File: src/hdl/pcm_linear_interp_resampler_defines.svh
// ----------------------------------------------------------------------------
// pcm_linear_interp_resampler_defines
// Assertion macros used by the resampler back end (plir_back).
// ----------------------------------------------------------------------------
`ifndef PCM_LINEAR_INTERP_RESAMPLER_DEFINES_SVH
`define PCM_LINEAR_INTERP_RESAMPLER_DEFINES_SVH

`ifndef SYNTHESIS
`define PLIR_ASSERT(lbl, ck, rn, prop) \
    lbl: assert property (@(posedge ck) disable iff (!rn) prop) \
        else $error("plir assertion failed");
`define PLIR_ASSERT_NEVER(lbl, ck, rn, cond) \
    lbl: assert property (@(posedge ck) disable iff (!rn) !(cond)) \
        else $error("plir forbidden condition");
`else
`define PLIR_ASSERT(lbl, ck, rn, prop)
`define PLIR_ASSERT_NEVER(lbl, ck, rn, cond)
`endif

`endif

File: src/hdl/plir_pkg.sv
// ----------------------------------------------------------------------------
// plir_pkg
// Types and constants of the linear interpolation resampler.
// ----------------------------------------------------------------------------
package plir_pkg;

    localparam int FRAC_BITS = 16;
    localparam int SAMPLE_W  = 16;
    localparam int RATE_W    = 18;
    localparam int CHAN_W    = 2;
    localparam int CFG_IDX_W = 2;
    localparam int PHASE_W   = 21;
    localparam int MAX_OUT   = 25;
    localparam int CNT_W     = $clog2(MAX_OUT);

    localparam int NUM_W     = RATE_W + FRAC_BITS;
    localparam int DIV_CNT_W = $clog2(NUM_W + 1);
    localparam int PROD_W    = SAMPLE_W + 1 + FRAC_BITS + 1;

    localparam int QDEPTH    = 2;
    localparam int QPTR_W    = $clog2(QDEPTH);
    localparam int QCNT_W    = $clog2(QDEPTH + 1);
    localparam int ODEPTH    = 4;
    localparam int OPTR_W    = $clog2(ODEPTH);
    localparam int OCNT_W    = $clog2(ODEPTH + 1);

    localparam logic [RATE_W-1:0]  RATE_RESET = RATE_W'(48000);
    localparam logic [CHAN_W-1:0]  CHAN_RESET = CHAN_W'(2);
    localparam logic [CHAN_W-1:0]  CHAN_MONO  = CHAN_W'(1);
    localparam logic [PHASE_W-1:0] STEP_MAX   = '1;
    localparam logic [PHASE_W-1:0] STEP_RESET = PHASE_W'(1) << FRAC_BITS;
    localparam logic [PHASE_W:0]   ONE_Q      = (PHASE_W + 1)'(1) << FRAC_BITS;

    typedef enum logic [CFG_IDX_W-1:0] {
        CFG_SOURCE_RATE     = 2'd0,
        CFG_DEST_RATE       = 2'd1,
        CFG_SOURCE_CHANNELS = 2'd2,
        CFG_DEST_CHANNELS   = 2'd3
    } cfg_index_t;

    typedef struct packed {
        logic                       prime;
        logic signed [SAMPLE_W-1:0] prev_left;
        logic signed [SAMPLE_W-1:0] prev_right;
        logic signed [SAMPLE_W-1:0] cur_left;
        logic signed [SAMPLE_W-1:0] cur_right;
    } cmd_t;

    typedef struct packed {
        logic signed [SAMPLE_W-1:0] left;
        logic signed [SAMPLE_W-1:0] right;
        logic                       last;
    } result_t;

endpackage

File: src/hdl/pcm_linear_interp_resampler.sv
// An accepted frame passes through the command queue, the product registers and the result queue.
// One result per cycle while the result queue has space; a frame's results issue in order.
// A frame that restarts or primes, or that yields no result, is popped without issuing one.
// A rate write runs the radix-2 step divider: full stays high while the write is pending and the divider is busy.
// Reset (rst_n low, asynchronous) restores 48 kHz stereo both ways, a phase step of 1.0,
// zero previous frame and phase, unprimed state, and empties both queues; no clearing pass.
// ----------------------------------------------------------------------------
// pcm_linear_interp_resampler
// Linear interpolation sample rate converter for 16-bit stereo PCM frames.
// ----------------------------------------------------------------------------
module pcm_linear_interp_resampler (
    input  logic                                 clk,
    input  logic                                 rst_n,
    input  logic                                 cfg_wen,
    input  logic [plir_pkg::CFG_IDX_W-1:0]       cfg_index,
    input  logic [plir_pkg::RATE_W-1:0]          cfg_wdata,
    input  logic                                 push,
    output logic                                 full,
    input  logic signed [plir_pkg::SAMPLE_W-1:0] sample_left,
    input  logic signed [plir_pkg::SAMPLE_W-1:0] sample_right,
    input  logic                                 restart,
    output logic                                 empty,
    input  logic                                 pop,
    output logic signed [plir_pkg::SAMPLE_W-1:0] out_left,
    output logic signed [plir_pkg::SAMPLE_W-1:0] out_right,
    output logic                                 last_in_run
);
    import plir_pkg::*;

    cmd_t               cmd_in;
    cmd_t               cmd_head;
    logic               cmd_push;
    logic               cmd_pop;
    logic               cmd_valid;
    logic               q_full;
    logic [PHASE_W-1:0] step;

    plir_front u_front (
        .clk          (clk),
        .rst_n        (rst_n),
        .cfg_wen      (cfg_wen),
        .cfg_index    (cfg_index),
        .cfg_wdata    (cfg_wdata),
        .push         (push),
        .sample_left  (sample_left),
        .sample_right (sample_right),
        .restart      (restart),
        .full         (full),
        .q_full       (q_full),
        .cmd_push     (cmd_push),
        .cmd          (cmd_in),
        .step         (step)
    );

    plir_cmd_queue u_queue (
        .clk   (clk),
        .rst_n (rst_n),
        .push  (cmd_push),
        .din   (cmd_in),
        .full  (q_full),
        .pop   (cmd_pop),
        .dout  (cmd_head),
        .valid (cmd_valid)
    );

    plir_back u_back (
        .clk         (clk),
        .rst_n       (rst_n),
        .cmd_valid   (cmd_valid),
        .cmd         (cmd_head),
        .step        (step),
        .cmd_pop     (cmd_pop),
        .empty       (empty),
        .pop         (pop),
        .out_left    (out_left),
        .out_right   (out_right),
        .last_in_run (last_in_run)
    );

endmodule

File: src/hdl/plir_step_div.sv
// ----------------------------------------------------------------------------
// plir_step_div
// Radix-2 restoring divider for the phase step, saturated to the step width.
// ----------------------------------------------------------------------------
module plir_step_div (
    input  logic                          clk,
    input  logic                          rst_n,
    input  logic                          start,
    input  logic [plir_pkg::RATE_W-1:0]   numer_rate,
    input  logic [plir_pkg::RATE_W-1:0]   denom_rate,
    output logic                          busy,
    output logic [plir_pkg::PHASE_W-1:0]  step
);
    import plir_pkg::*;

    logic                  busy_reg, busy_next;
    logic [DIV_CNT_W-1:0]  cnt_reg, cnt_next;
    logic [NUM_W-1:0]      quo_reg, quo_next;
    logic [RATE_W-1:0]     rem_reg, rem_next;
    logic [RATE_W-1:0]     den_reg, den_next;
    logic [PHASE_W-1:0]    step_reg, step_next;

    logic [RATE_W:0]       trial;
    logic [RATE_W:0]       trial_diff;
    logic                  trial_ge;
    logic [NUM_W-1:0]      quo_shift;

    assign trial      = {rem_reg, quo_reg[NUM_W-1]};
    assign trial_ge   = trial >= {1'b0, den_reg};
    assign trial_diff = trial - {1'b0, den_reg};
    assign quo_shift  = {quo_reg[NUM_W-2:0], trial_ge};

    always_comb
    begin
        busy_next = busy_reg;
        cnt_next  = cnt_reg;
        quo_next  = quo_reg;
        rem_next  = rem_reg;
        den_next  = den_reg;
        step_next = step_reg;
        if (start)
        begin
            busy_next = 1'b1;
            cnt_next  = DIV_CNT_W'(NUM_W);
            quo_next  = {numer_rate, {FRAC_BITS{1'b0}}};
            rem_next  = '0;
            den_next  = denom_rate;
        end
        else if (busy_reg)
        begin
            quo_next = quo_shift;
            rem_next = trial_ge ? trial_diff[RATE_W-1:0] : trial[RATE_W-1:0];
            cnt_next = cnt_reg - DIV_CNT_W'(1);
            if (cnt_reg == DIV_CNT_W'(1))
            begin
                busy_next = 1'b0;
                step_next = (|quo_shift[NUM_W-1:PHASE_W]) ? STEP_MAX
                                                         : quo_shift[PHASE_W-1:0];
            end
        end
    end

    always_ff @(posedge clk or negedge rst_n)
    begin
        if (!rst_n)
        begin
            busy_reg <= 1'b0;
            cnt_reg  <= '0;
            step_reg <= STEP_RESET;
        end
        else
        begin
            busy_reg <= busy_next;
            cnt_reg  <= cnt_next;
            step_reg <= step_next;
        end
    end

    always_ff @(posedge clk)
    begin
        quo_reg <= quo_next;
        rem_reg <= rem_next;
        den_reg <= den_next;
    end

    assign busy = busy_reg;
    assign step = step_reg;

endmodule

File: src/hdl/plir_front.sv
// ----------------------------------------------------------------------------
// plir_front
// Configuration registers, input acceptance, priming and command build.
// ----------------------------------------------------------------------------
module plir_front (
    input  logic                                 clk,
    input  logic                                 rst_n,
    input  logic                                 cfg_wen,
    input  logic [plir_pkg::CFG_IDX_W-1:0]       cfg_index,
    input  logic [plir_pkg::RATE_W-1:0]          cfg_wdata,
    input  logic                                 push,
    input  logic signed [plir_pkg::SAMPLE_W-1:0] sample_left,
    input  logic signed [plir_pkg::SAMPLE_W-1:0] sample_right,
    input  logic                                 restart,
    output logic                                 full,
    input  logic                                 q_full,
    output logic                                 cmd_push,
    output plir_pkg::cmd_t                       cmd,
    output logic [plir_pkg::PHASE_W-1:0]         step
);
    import plir_pkg::*;

    logic [RATE_W-1:0]          src_rate_reg, src_rate_next;
    logic [RATE_W-1:0]          dst_rate_reg, dst_rate_next;
    logic [CHAN_W-1:0]          src_ch_reg, src_ch_next;
    logic [CHAN_W-1:0]          dst_ch_reg, dst_ch_next;
    logic                       pend_reg, pend_next;
    logic                       primed_reg, primed_next;
    logic signed [SAMPLE_W-1:0] prev_l_reg, prev_l_next;
    logic signed [SAMPLE_W-1:0] prev_r_reg, prev_r_next;

    logic                       div_busy;
    logic                       accept;
    logic                       mono;

    plir_step_div u_div (
        .clk        (clk),
        .rst_n      (rst_n),
        .start      (pend_reg),
        .numer_rate (src_rate_reg),
        .denom_rate (dst_rate_reg),
        .busy       (div_busy),
        .step       (step)
    );

    assign full   = pend_reg || div_busy || q_full;
    assign accept = push && !full;
    assign mono   = (src_ch_reg == CHAN_MONO) || (dst_ch_reg == CHAN_MONO);

    always_comb
    begin
        src_rate_next = src_rate_reg;
        dst_rate_next = dst_rate_reg;
        src_ch_next   = src_ch_reg;
        dst_ch_next   = dst_ch_reg;
        pend_next     = 1'b0;
        if (cfg_wen)
        begin
            unique case (cfg_index_t'(cfg_index))
                CFG_SOURCE_RATE:
                begin
                    src_rate_next = cfg_wdata;
                    pend_next     = 1'b1;
                end
                CFG_DEST_RATE:
                begin
                    dst_rate_next = cfg_wdata;
                    pend_next     = 1'b1;
                end
                CFG_SOURCE_CHANNELS: src_ch_next = cfg_wdata[CHAN_W-1:0];
                CFG_DEST_CHANNELS:   dst_ch_next = cfg_wdata[CHAN_W-1:0];
            endcase
        end
    end

    always_comb
    begin
        cmd.prime      = restart || !primed_reg;
        cmd.prev_left  = prev_l_reg;
        cmd.cur_left   = sample_left;
        cmd.prev_right = mono ? prev_l_reg  : prev_r_reg;
        cmd.cur_right  = mono ? sample_left : sample_right;
        cmd_push       = accept;
        primed_next    = primed_reg || accept;
        prev_l_next    = accept ? sample_left  : prev_l_reg;
        prev_r_next    = accept ? sample_right : prev_r_reg;
    end

    always_ff @(posedge clk or negedge rst_n)
    begin
        if (!rst_n)
        begin
            src_rate_reg <= RATE_RESET;
            dst_rate_reg <= RATE_RESET;
            src_ch_reg   <= CHAN_RESET;
            dst_ch_reg   <= CHAN_RESET;
            pend_reg     <= 1'b0;
            primed_reg   <= 1'b0;
            prev_l_reg   <= '0;
            prev_r_reg   <= '0;
        end
        else
        begin
            src_rate_reg <= src_rate_next;
            dst_rate_reg <= dst_rate_next;
            src_ch_reg   <= src_ch_next;
            dst_ch_reg   <= dst_ch_next;
            pend_reg     <= pend_next;
            primed_reg   <= primed_next;
            prev_l_reg   <= prev_l_next;
            prev_r_reg   <= prev_r_next;
        end
    end

endmodule

File: src/hdl/plir_cmd_queue.sv
// ----------------------------------------------------------------------------
// plir_cmd_queue
// Short command queue between the front and the interpolation back end.
// ----------------------------------------------------------------------------
module plir_cmd_queue (
    input  logic           clk,
    input  logic           rst_n,
    input  logic           push,
    input  plir_pkg::cmd_t din,
    output logic           full,
    input  logic           pop,
    output plir_pkg::cmd_t dout,
    output logic           valid
);
    import plir_pkg::*;

    cmd_t              mem [QDEPTH];
    logic [QPTR_W-1:0] wr_ptr_reg, wr_ptr_next;
    logic [QPTR_W-1:0] rd_ptr_reg, rd_ptr_next;
    logic [QCNT_W-1:0] cnt_reg, cnt_next;
    logic              do_push;
    logic              do_pop;

    assign full    = cnt_reg == QCNT_W'(QDEPTH);
    assign valid   = cnt_reg != '0;
    assign do_push = push && !full;
    assign do_pop  = pop && valid;
    assign dout    = mem[rd_ptr_reg];

    always_comb
    begin
        wr_ptr_next = wr_ptr_reg;
        rd_ptr_next = rd_ptr_reg;
        if (do_push)
        begin
            wr_ptr_next = (wr_ptr_reg == QPTR_W'(QDEPTH - 1)) ? '0 : wr_ptr_reg + QPTR_W'(1);
        end
        if (do_pop)
        begin
            rd_ptr_next = (rd_ptr_reg == QPTR_W'(QDEPTH - 1)) ? '0 : rd_ptr_reg + QPTR_W'(1);
        end
        cnt_next = cnt_reg + QCNT_W'(do_push) - QCNT_W'(do_pop);
    end

    always_ff @(posedge clk or negedge rst_n)
    begin
        if (!rst_n)
        begin
            wr_ptr_reg <= '0;
            rd_ptr_reg <= '0;
            cnt_reg    <= '0;
        end
        else
        begin
            wr_ptr_reg <= wr_ptr_next;
            rd_ptr_reg <= rd_ptr_next;
            cnt_reg    <= cnt_next;
        end
    end

    always_ff @(posedge clk)
    begin
        if (do_push)
        begin
            mem[wr_ptr_reg] <= din;
        end
    end

endmodule

File: src/hdl/plir_back.sv
// ----------------------------------------------------------------------------
// plir_back
// Phase sequencer, interpolation multiply/add pipeline and result queue.
// ----------------------------------------------------------------------------
`include "pcm_linear_interp_resampler_defines.svh"

module plir_back (
    input  logic                                 clk,
    input  logic                                 rst_n,
    input  logic                                 cmd_valid,
    input  plir_pkg::cmd_t                       cmd,
    input  logic [plir_pkg::PHASE_W-1:0]         step,
    output logic                                 cmd_pop,
    output logic                                 empty,
    input  logic                                 pop,
    output logic signed [plir_pkg::SAMPLE_W-1:0] out_left,
    output logic signed [plir_pkg::SAMPLE_W-1:0] out_right,
    output logic                                 last_in_run
);
    import plir_pkg::*;

    // phase sequencer
    logic [PHASE_W:0]           phase_reg, phase_next;
    logic [CNT_W-1:0]           cnt_reg, cnt_next;
    logic [PHASE_W:0]           phase_sum;
    logic [PHASE_W:0]           sum_wrap;
    logic [PHASE_W:0]           phase_wrap;
    logic                       below_one;
    logic                       sum_ge;
    logic                       run_last;
    logic                       is_run;
    logic                       space;
    logic                       issue;

    // multiply stage
    logic signed [SAMPLE_W:0]    diff_l;
    logic signed [SAMPLE_W:0]    diff_r;
    logic signed [FRAC_BITS:0]   frac_op;
    logic signed [PROD_W-1:0]    prod_l;
    logic signed [PROD_W-1:0]    prod_r;
    logic                        pv_reg;
    logic signed [PROD_W-1:0]    prod_l_reg;
    logic signed [PROD_W-1:0]    prod_r_reg;
    logic signed [SAMPLE_W-1:0]  base_l_reg;
    logic signed [SAMPLE_W-1:0]  base_r_reg;
    logic                        plast_reg;

    // add stage
    logic signed [PROD_W-1:0]    shr_l;
    logic signed [PROD_W-1:0]    shr_r;
    logic signed [SAMPLE_W+1:0]  sum_l;
    logic signed [SAMPLE_W+1:0]  sum_r;
    result_t                     res_in;

    // result queue
    result_t                     res_mem [ODEPTH];
    logic [OPTR_W-1:0]           owr_reg, owr_next;
    logic [OPTR_W-1:0]           ord_reg, ord_next;
    logic [OCNT_W-1:0]           ocount_reg, ocount_next;
    logic                        do_rd;

    assign phase_sum  = phase_reg + {1'b0, step};
    assign sum_wrap   = phase_sum - ONE_Q;
    assign phase_wrap = phase_reg - ONE_Q;
    assign below_one  = phase_reg < ONE_Q;
    assign sum_ge     = phase_sum >= ONE_Q;
    assign run_last   = sum_ge || (cnt_reg == CNT_W'(MAX_OUT - 1));
    assign is_run     = cmd_valid && !cmd.prime;
    assign space      = ((OCNT_W + 1)'(ocount_reg) + (OCNT_W + 1)'(pv_reg))
                        < (OCNT_W + 1)'(ODEPTH);
    assign issue      = is_run && below_one && space;
    assign cmd_pop    = cmd_valid && (cmd.prime || !below_one || (issue && run_last));

    always_comb
    begin
        phase_next = phase_reg;
        cnt_next   = cnt_reg;
        if (cmd_valid && cmd.prime)
        begin
            phase_next = '0;
        end
        else if (is_run && !below_one)
        begin
            phase_next = {1'b0, phase_wrap[PHASE_W-1:0]};
        end
        else if (issue)
        begin
            if (!run_last)
            begin
                phase_next = phase_sum;
            end
            else if (sum_ge)
            begin
                phase_next = {1'b0, sum_wrap[PHASE_W-1:0]};
            end
            else
            begin
                phase_next = '0;
            end
        end
        if (cmd_pop)
        begin
            cnt_next = '0;
        end
        else if (issue)
        begin
            cnt_next = cnt_reg + CNT_W'(1);
        end
    end

    assign frac_op = $signed({1'b0, phase_reg[FRAC_BITS-1:0]});
    assign diff_l  = $signed({cmd.cur_left[SAMPLE_W-1], cmd.cur_left})
                   - $signed({cmd.prev_left[SAMPLE_W-1], cmd.prev_left});
    assign diff_r  = $signed({cmd.cur_right[SAMPLE_W-1], cmd.cur_right})
                   - $signed({cmd.prev_right[SAMPLE_W-1], cmd.prev_right});
    assign prod_l  = diff_l * frac_op;
    assign prod_r  = diff_r * frac_op;

    assign shr_l = prod_l_reg >>> FRAC_BITS;
    assign shr_r = prod_r_reg >>> FRAC_BITS;
    assign sum_l = $signed({{2{base_l_reg[SAMPLE_W-1]}}, base_l_reg}) + shr_l[SAMPLE_W+1:0];
    assign sum_r = $signed({{2{base_r_reg[SAMPLE_W-1]}}, base_r_reg}) + shr_r[SAMPLE_W+1:0];

    always_comb
    begin
        res_in.left  = sum_l[SAMPLE_W-1:0];
        res_in.right = sum_r[SAMPLE_W-1:0];
        res_in.last  = plast_reg;
    end

    assign empty       = ocount_reg == '0;
    assign do_rd       = pop && !empty;
    assign out_left    = res_mem[ord_reg].left;
    assign out_right   = res_mem[ord_reg].right;
    assign last_in_run = res_mem[ord_reg].last;

    always_comb
    begin
        owr_next = owr_reg;
        ord_next = ord_reg;
        if (pv_reg)
        begin
            owr_next = (owr_reg == OPTR_W'(ODEPTH - 1)) ? '0 : owr_reg + OPTR_W'(1);
        end
        if (do_rd)
        begin
            ord_next = (ord_reg == OPTR_W'(ODEPTH - 1)) ? '0 : ord_reg + OPTR_W'(1);
        end
        ocount_next = ocount_reg + OCNT_W'(pv_reg) - OCNT_W'(do_rd);
    end

    always_ff @(posedge clk or negedge rst_n)
    begin
        if (!rst_n)
        begin
            phase_reg  <= '0;
            cnt_reg    <= '0;
            pv_reg     <= 1'b0;
            owr_reg    <= '0;
            ord_reg    <= '0;
            ocount_reg <= '0;
        end
        else
        begin
            phase_reg  <= phase_next;
            cnt_reg    <= cnt_next;
            pv_reg     <= issue;
            owr_reg    <= owr_next;
            ord_reg    <= ord_next;
            ocount_reg <= ocount_next;
        end
    end

    always_ff @(posedge clk)
    begin
        if (issue)
        begin
            prod_l_reg <= prod_l;
            prod_r_reg <= prod_r;
            base_l_reg <= cmd.prev_left;
            base_r_reg <= cmd.prev_right;
            plast_reg  <= run_last;
        end
        if (pv_reg)
        begin
            res_mem[owr_reg] <= res_in;
        end
    end

    `PLIR_ASSERT_NEVER(a_ofifo_overrun, clk, rst_n, pv_reg && (ocount_reg == OCNT_W'(ODEPTH)))
    `PLIR_ASSERT(a_cnt_cap, clk, rst_n, cnt_reg < CNT_W'(MAX_OUT))
    `PLIR_ASSERT(a_prime_zero_phase, clk, rst_n, (cmd_valid && cmd.prime) |=> (phase_reg == '0))
    `PLIR_ASSERT(a_rest_phase_range, clk, rst_n, (cnt_reg == '0) |-> !phase_reg[PHASE_W])

endmodule

File: config.mk
export PLATFORM = sky130hd
export DESIGN_NAME = pcm_linear_interp_resampler
export DESIGN_NICKNAME = d
export VERILOG_FILES = /design/src/hdl/plir_pkg.sv /design/src/hdl/pcm_linear_interp_resampler.sv /design/src/hdl/plir_step_div.sv /design/src/hdl/plir_front.sv /design/src/hdl/plir_cmd_queue.sv /design/src/hdl/plir_back.sv
export VERILOG_INCLUDE_DIRS = /design/src /design/src/hdl
export SDC_FILE = /design/constraint.sdc
export NUM_CORES = 2
export LEC_CHECK = 0
export BUFFER_PORTS_ARGS = -buffer_cell sky130_fd_sc_hd__buf_4
export CORE_AREA = 4 4 343 345
export DETAILED_ROUTE_END_ITERATION = 10
export DIE_AREA = 0 0 347 349
export HOLD_SLACK_MARGIN = 0.12
export SETUP_SLACK_MARGIN = 0.3
export SLEW_MARGIN = 20
export SYNTH_ARGS = -nofsm -noshare
export SYNTH_HDL_FRONTEND = slang
export SYNTH_SLANG_ARGS = --single-unit
File: constraint.sdc
create_clock -name clk -period 11.12 [get_ports clk]
set_input_delay 0.556 -clock clk [delete_from_list [all_inputs] [get_ports clk]]
set_output_delay 0.556 -clock clk [all_outputs]
set_load 0.02 [all_outputs]
==> results.toml <==
[global_routing]
grt_usage_pct = 17.8
antenna_found_initial = 8
grt_pass1_vias = 31249
overflow = 0
grt_max_degree = 98
grt_pass1_wl_microns = 173000

[pwr]
p_int_mw = 7.92
combPwrFrac_pct = 66.1
power.total_mw = 15.2
peakVddDrop_mv = 0.152
leakage_nw = 22.8
pwr_density_cell_mw_per_mm2 = 301
clockPowerShare_pct = 12.2
swShare_pct = 47.8
power_frac_seq_pct = 21.7
p_switching_mw = 7.24

[hold_path]
hold_path_class = "primary input to register"

[cts]
ctsResizeCount = 0
path_clk_slew_ns = 0.06
clock_sinks = 538
cts_tree = "built"
numCtsBuffers = 55
clk_latency_ns = 0.66
cts.path.max_buffers = 3
h-tree-depth = 2
cts_root_buf = "clkbuf_16"

[worst_setup_path]
worstSetupPathType = "register to register"
end_kind = "register"
cpMaxStageDelayCell = "dfrtp_4"
startpoint_type = "register"
cpPeakStageDelay_ns = 0.66
path_buf_inv = 4
cp_common_cell = "fa_1"
required_ns = 11.52
cp_max_fo = 19
crit_family = "adder cells"
arrival_ns = 10.29

[timing]
fmax_ghz = 0.101
finalCritPeriodShare_pct = 88.9
rsz0062_at_grt = "no"
tightest_slew_ns = 1.11
min_period_ns = 9.89
hold_viol_final = 0
clock_skew_ns = 0.0711
setup_viol = 0
holdWs_ns = 0.159
slew_headroom_pct = 25.5
setup_tns_ns = 0
drv_slew = 0

[die]
core_sq_mm = 0.114
pin_count = 93
row_count = 124
die_w_microns = 347
die_area_sq_mm = 0.121
start_util_pct = 39.9
die_y_microns = 349

[finish]
final_cell_mix = "inv_1, fa_1, nand2_1"
drive_above_1_share_pct = 10.3
area_delta_synth_final_pct = 10.5
layout_commonest_cell = "inv_1"
fin_util_pct = 44.1
nets = 5169
largest_register_ffs = 132

[job]
cap_violations = 0

[yosys]
ys_types = 90
ys_seq_area_share_pct = 33.2
syn_inst = 4229
avgSynthCellArea_sq_um = 10.8
ys.flop_type = "edfxtp_1"
synth-edff-count = 363
yosys_warnings = 0
syn_nets = 5096
synth_area_sq_mm = 0.0455
synth_seq_cells = 538
synthArstFlopShare_pct = 26.2

[route]
drt-total-wl_microns = 106000
via_count = 29804
wire_per_inst_microns = 18.1
via_per_inst = 5.08
antenna_left = 0
drt_pass1_iterations = 5
drt_iter0_drc = 1784
drc = 0

[placed_design]
port_buffers = 92
routabilityCongestion = 0.841
dp_hpwl_microns = 79000

[outcome]
status = "completed"
cell families (layout without fill, tap and decap cells):
group	Yosys count	count (layout)	share of synthesized area (%)
AND/OR/NAND/NOR	1107	1107	12.2
buffers and inverters	984	1103	8.16
adder cells (fa/ha/maj)	811	811	31.0
flip-flops	538	538	33.2
AO/OA/AOI/OAI	431	431	6.79
multiplexers	206	206	5.73
XOR/XNOR	152	152	2.95
other	0	3	0
final cells by class:
type	count	area, sq um
flip-flops and latches	538	15100
inverters	794	2980
diodes	3	7.51
repair buffers	206	1710
clock inverters	29	318
multi-input cells	2707	26800
well taps	1512	1890
fillers	10798	63900
clock buffers	74	1500
cell usage after synthesis, types with 26 or more instances:
library cell	n	area share [%]
a211oi_1	54	0.89
a21o_1	27	0.45
a21oi_1	80	0.88
a22o_1	29	0.56
and2_1	224	3.1
and3_1	48	0.66
clkbuf_1	163	1.3
dfrtp_1	124	6.8
dfxtp_1	34	1.5
edfxtp_1	363	24
fa_1	528	23
ha_1	281	7.7
inv_1	794	6.5
mux2_2	107	2.6
mux2i_1	66	1.5
mux4_2	33	1.6
nand2_1	417	3.4
nand2b_1	41	0.56
nand3_1	68	0.75
nor2_1	119	0.98
nor2b_1	51	0.70
nor3_1	41	0.45
nor3b_1	26	0.43
o21ai_0	62	0.68
xnor2_1	110	2.1
xor2_1	41	0.79
worst reg2reg max path, delay by kind of cell, from the launching register on:
kind / cells / cell delay [ns]
muxes: 1 / 0.44
AOI/OAI and AO/OA: 11 / 3.02
and+or+nand+nor: 3 / 1.37
DFF: 1 / 0.66
xor gates and xnor gates: 2 / 0.26
adders and majority gates: 8 / 3.68
buffers and inverters: 4 / 0.20
stage by stage:
step / cell area, sq um / cells / worst slack (ns)
global placement: 48000 / 5706 / 1.19
CTS: 50200 / 5855 / 0.984
finish: 50300 / 5863 / 1.23
detailed placement: 48000 / 5706 / 1.01
global route: 50300 / 5860 / 0.450
floorplan: 45500 / 4229 / 1.68
path summary, 6_finish.rpt:
kind | from | endpoint | slack [ns] | cells after the start
min in group asynchronous | rst_n | u_front.src_rate_reg[17] | 0.60 | 2
worst max register to register | u_queue.rd_ptr_reg | u_back.prod_l_reg[31] | 1.23 | 29
max in group asynchronous | rst_n | u_back.ord_reg[1] | 9.28 | 3
worst min register to register | u_front.dst_rate_reg[5] | u_front.u_div.den_reg[5] | 0.45 | 0
worst max-delay path | u_queue.rd_ptr_reg | u_back.prod_l_reg[31] | 1.23 | 29
worst min-delay path | sample_right[4] | u_front.prev_r_reg[4] | 0.16 | 3
power groups by stage:
stage                     logic, mW  clock network [mW]  registers, mW
after floorplan                7.44                   0           3.13
after global placement         9.79                   0           3.33
after detailed placement       9.95                   0           3.34
after CTS                      10.0                1.91           3.31
after global routing           11.5                1.98           3.34
final                          10.0                1.85           3.29
what timing repair did:
item | CTS | global route
endpoints found under the hold margin | 165 | 0
setup endpoints to repair | 0 | 1
setup buffers | 0 | 4
hold buffers | 46 | 0
layer usage:
| metal | part of all wire (%) | GRT usage (%) |
|---|---|---|
| met1 | 45 | 24.6 |
| met2 | 47 | 29.4 |
| met3 | 4.6 | 2.35 |
| met4 | 2.8 | 5.08 |
| met5 | 0.039 | 0 |
Power figures use the tool's default switching activity.
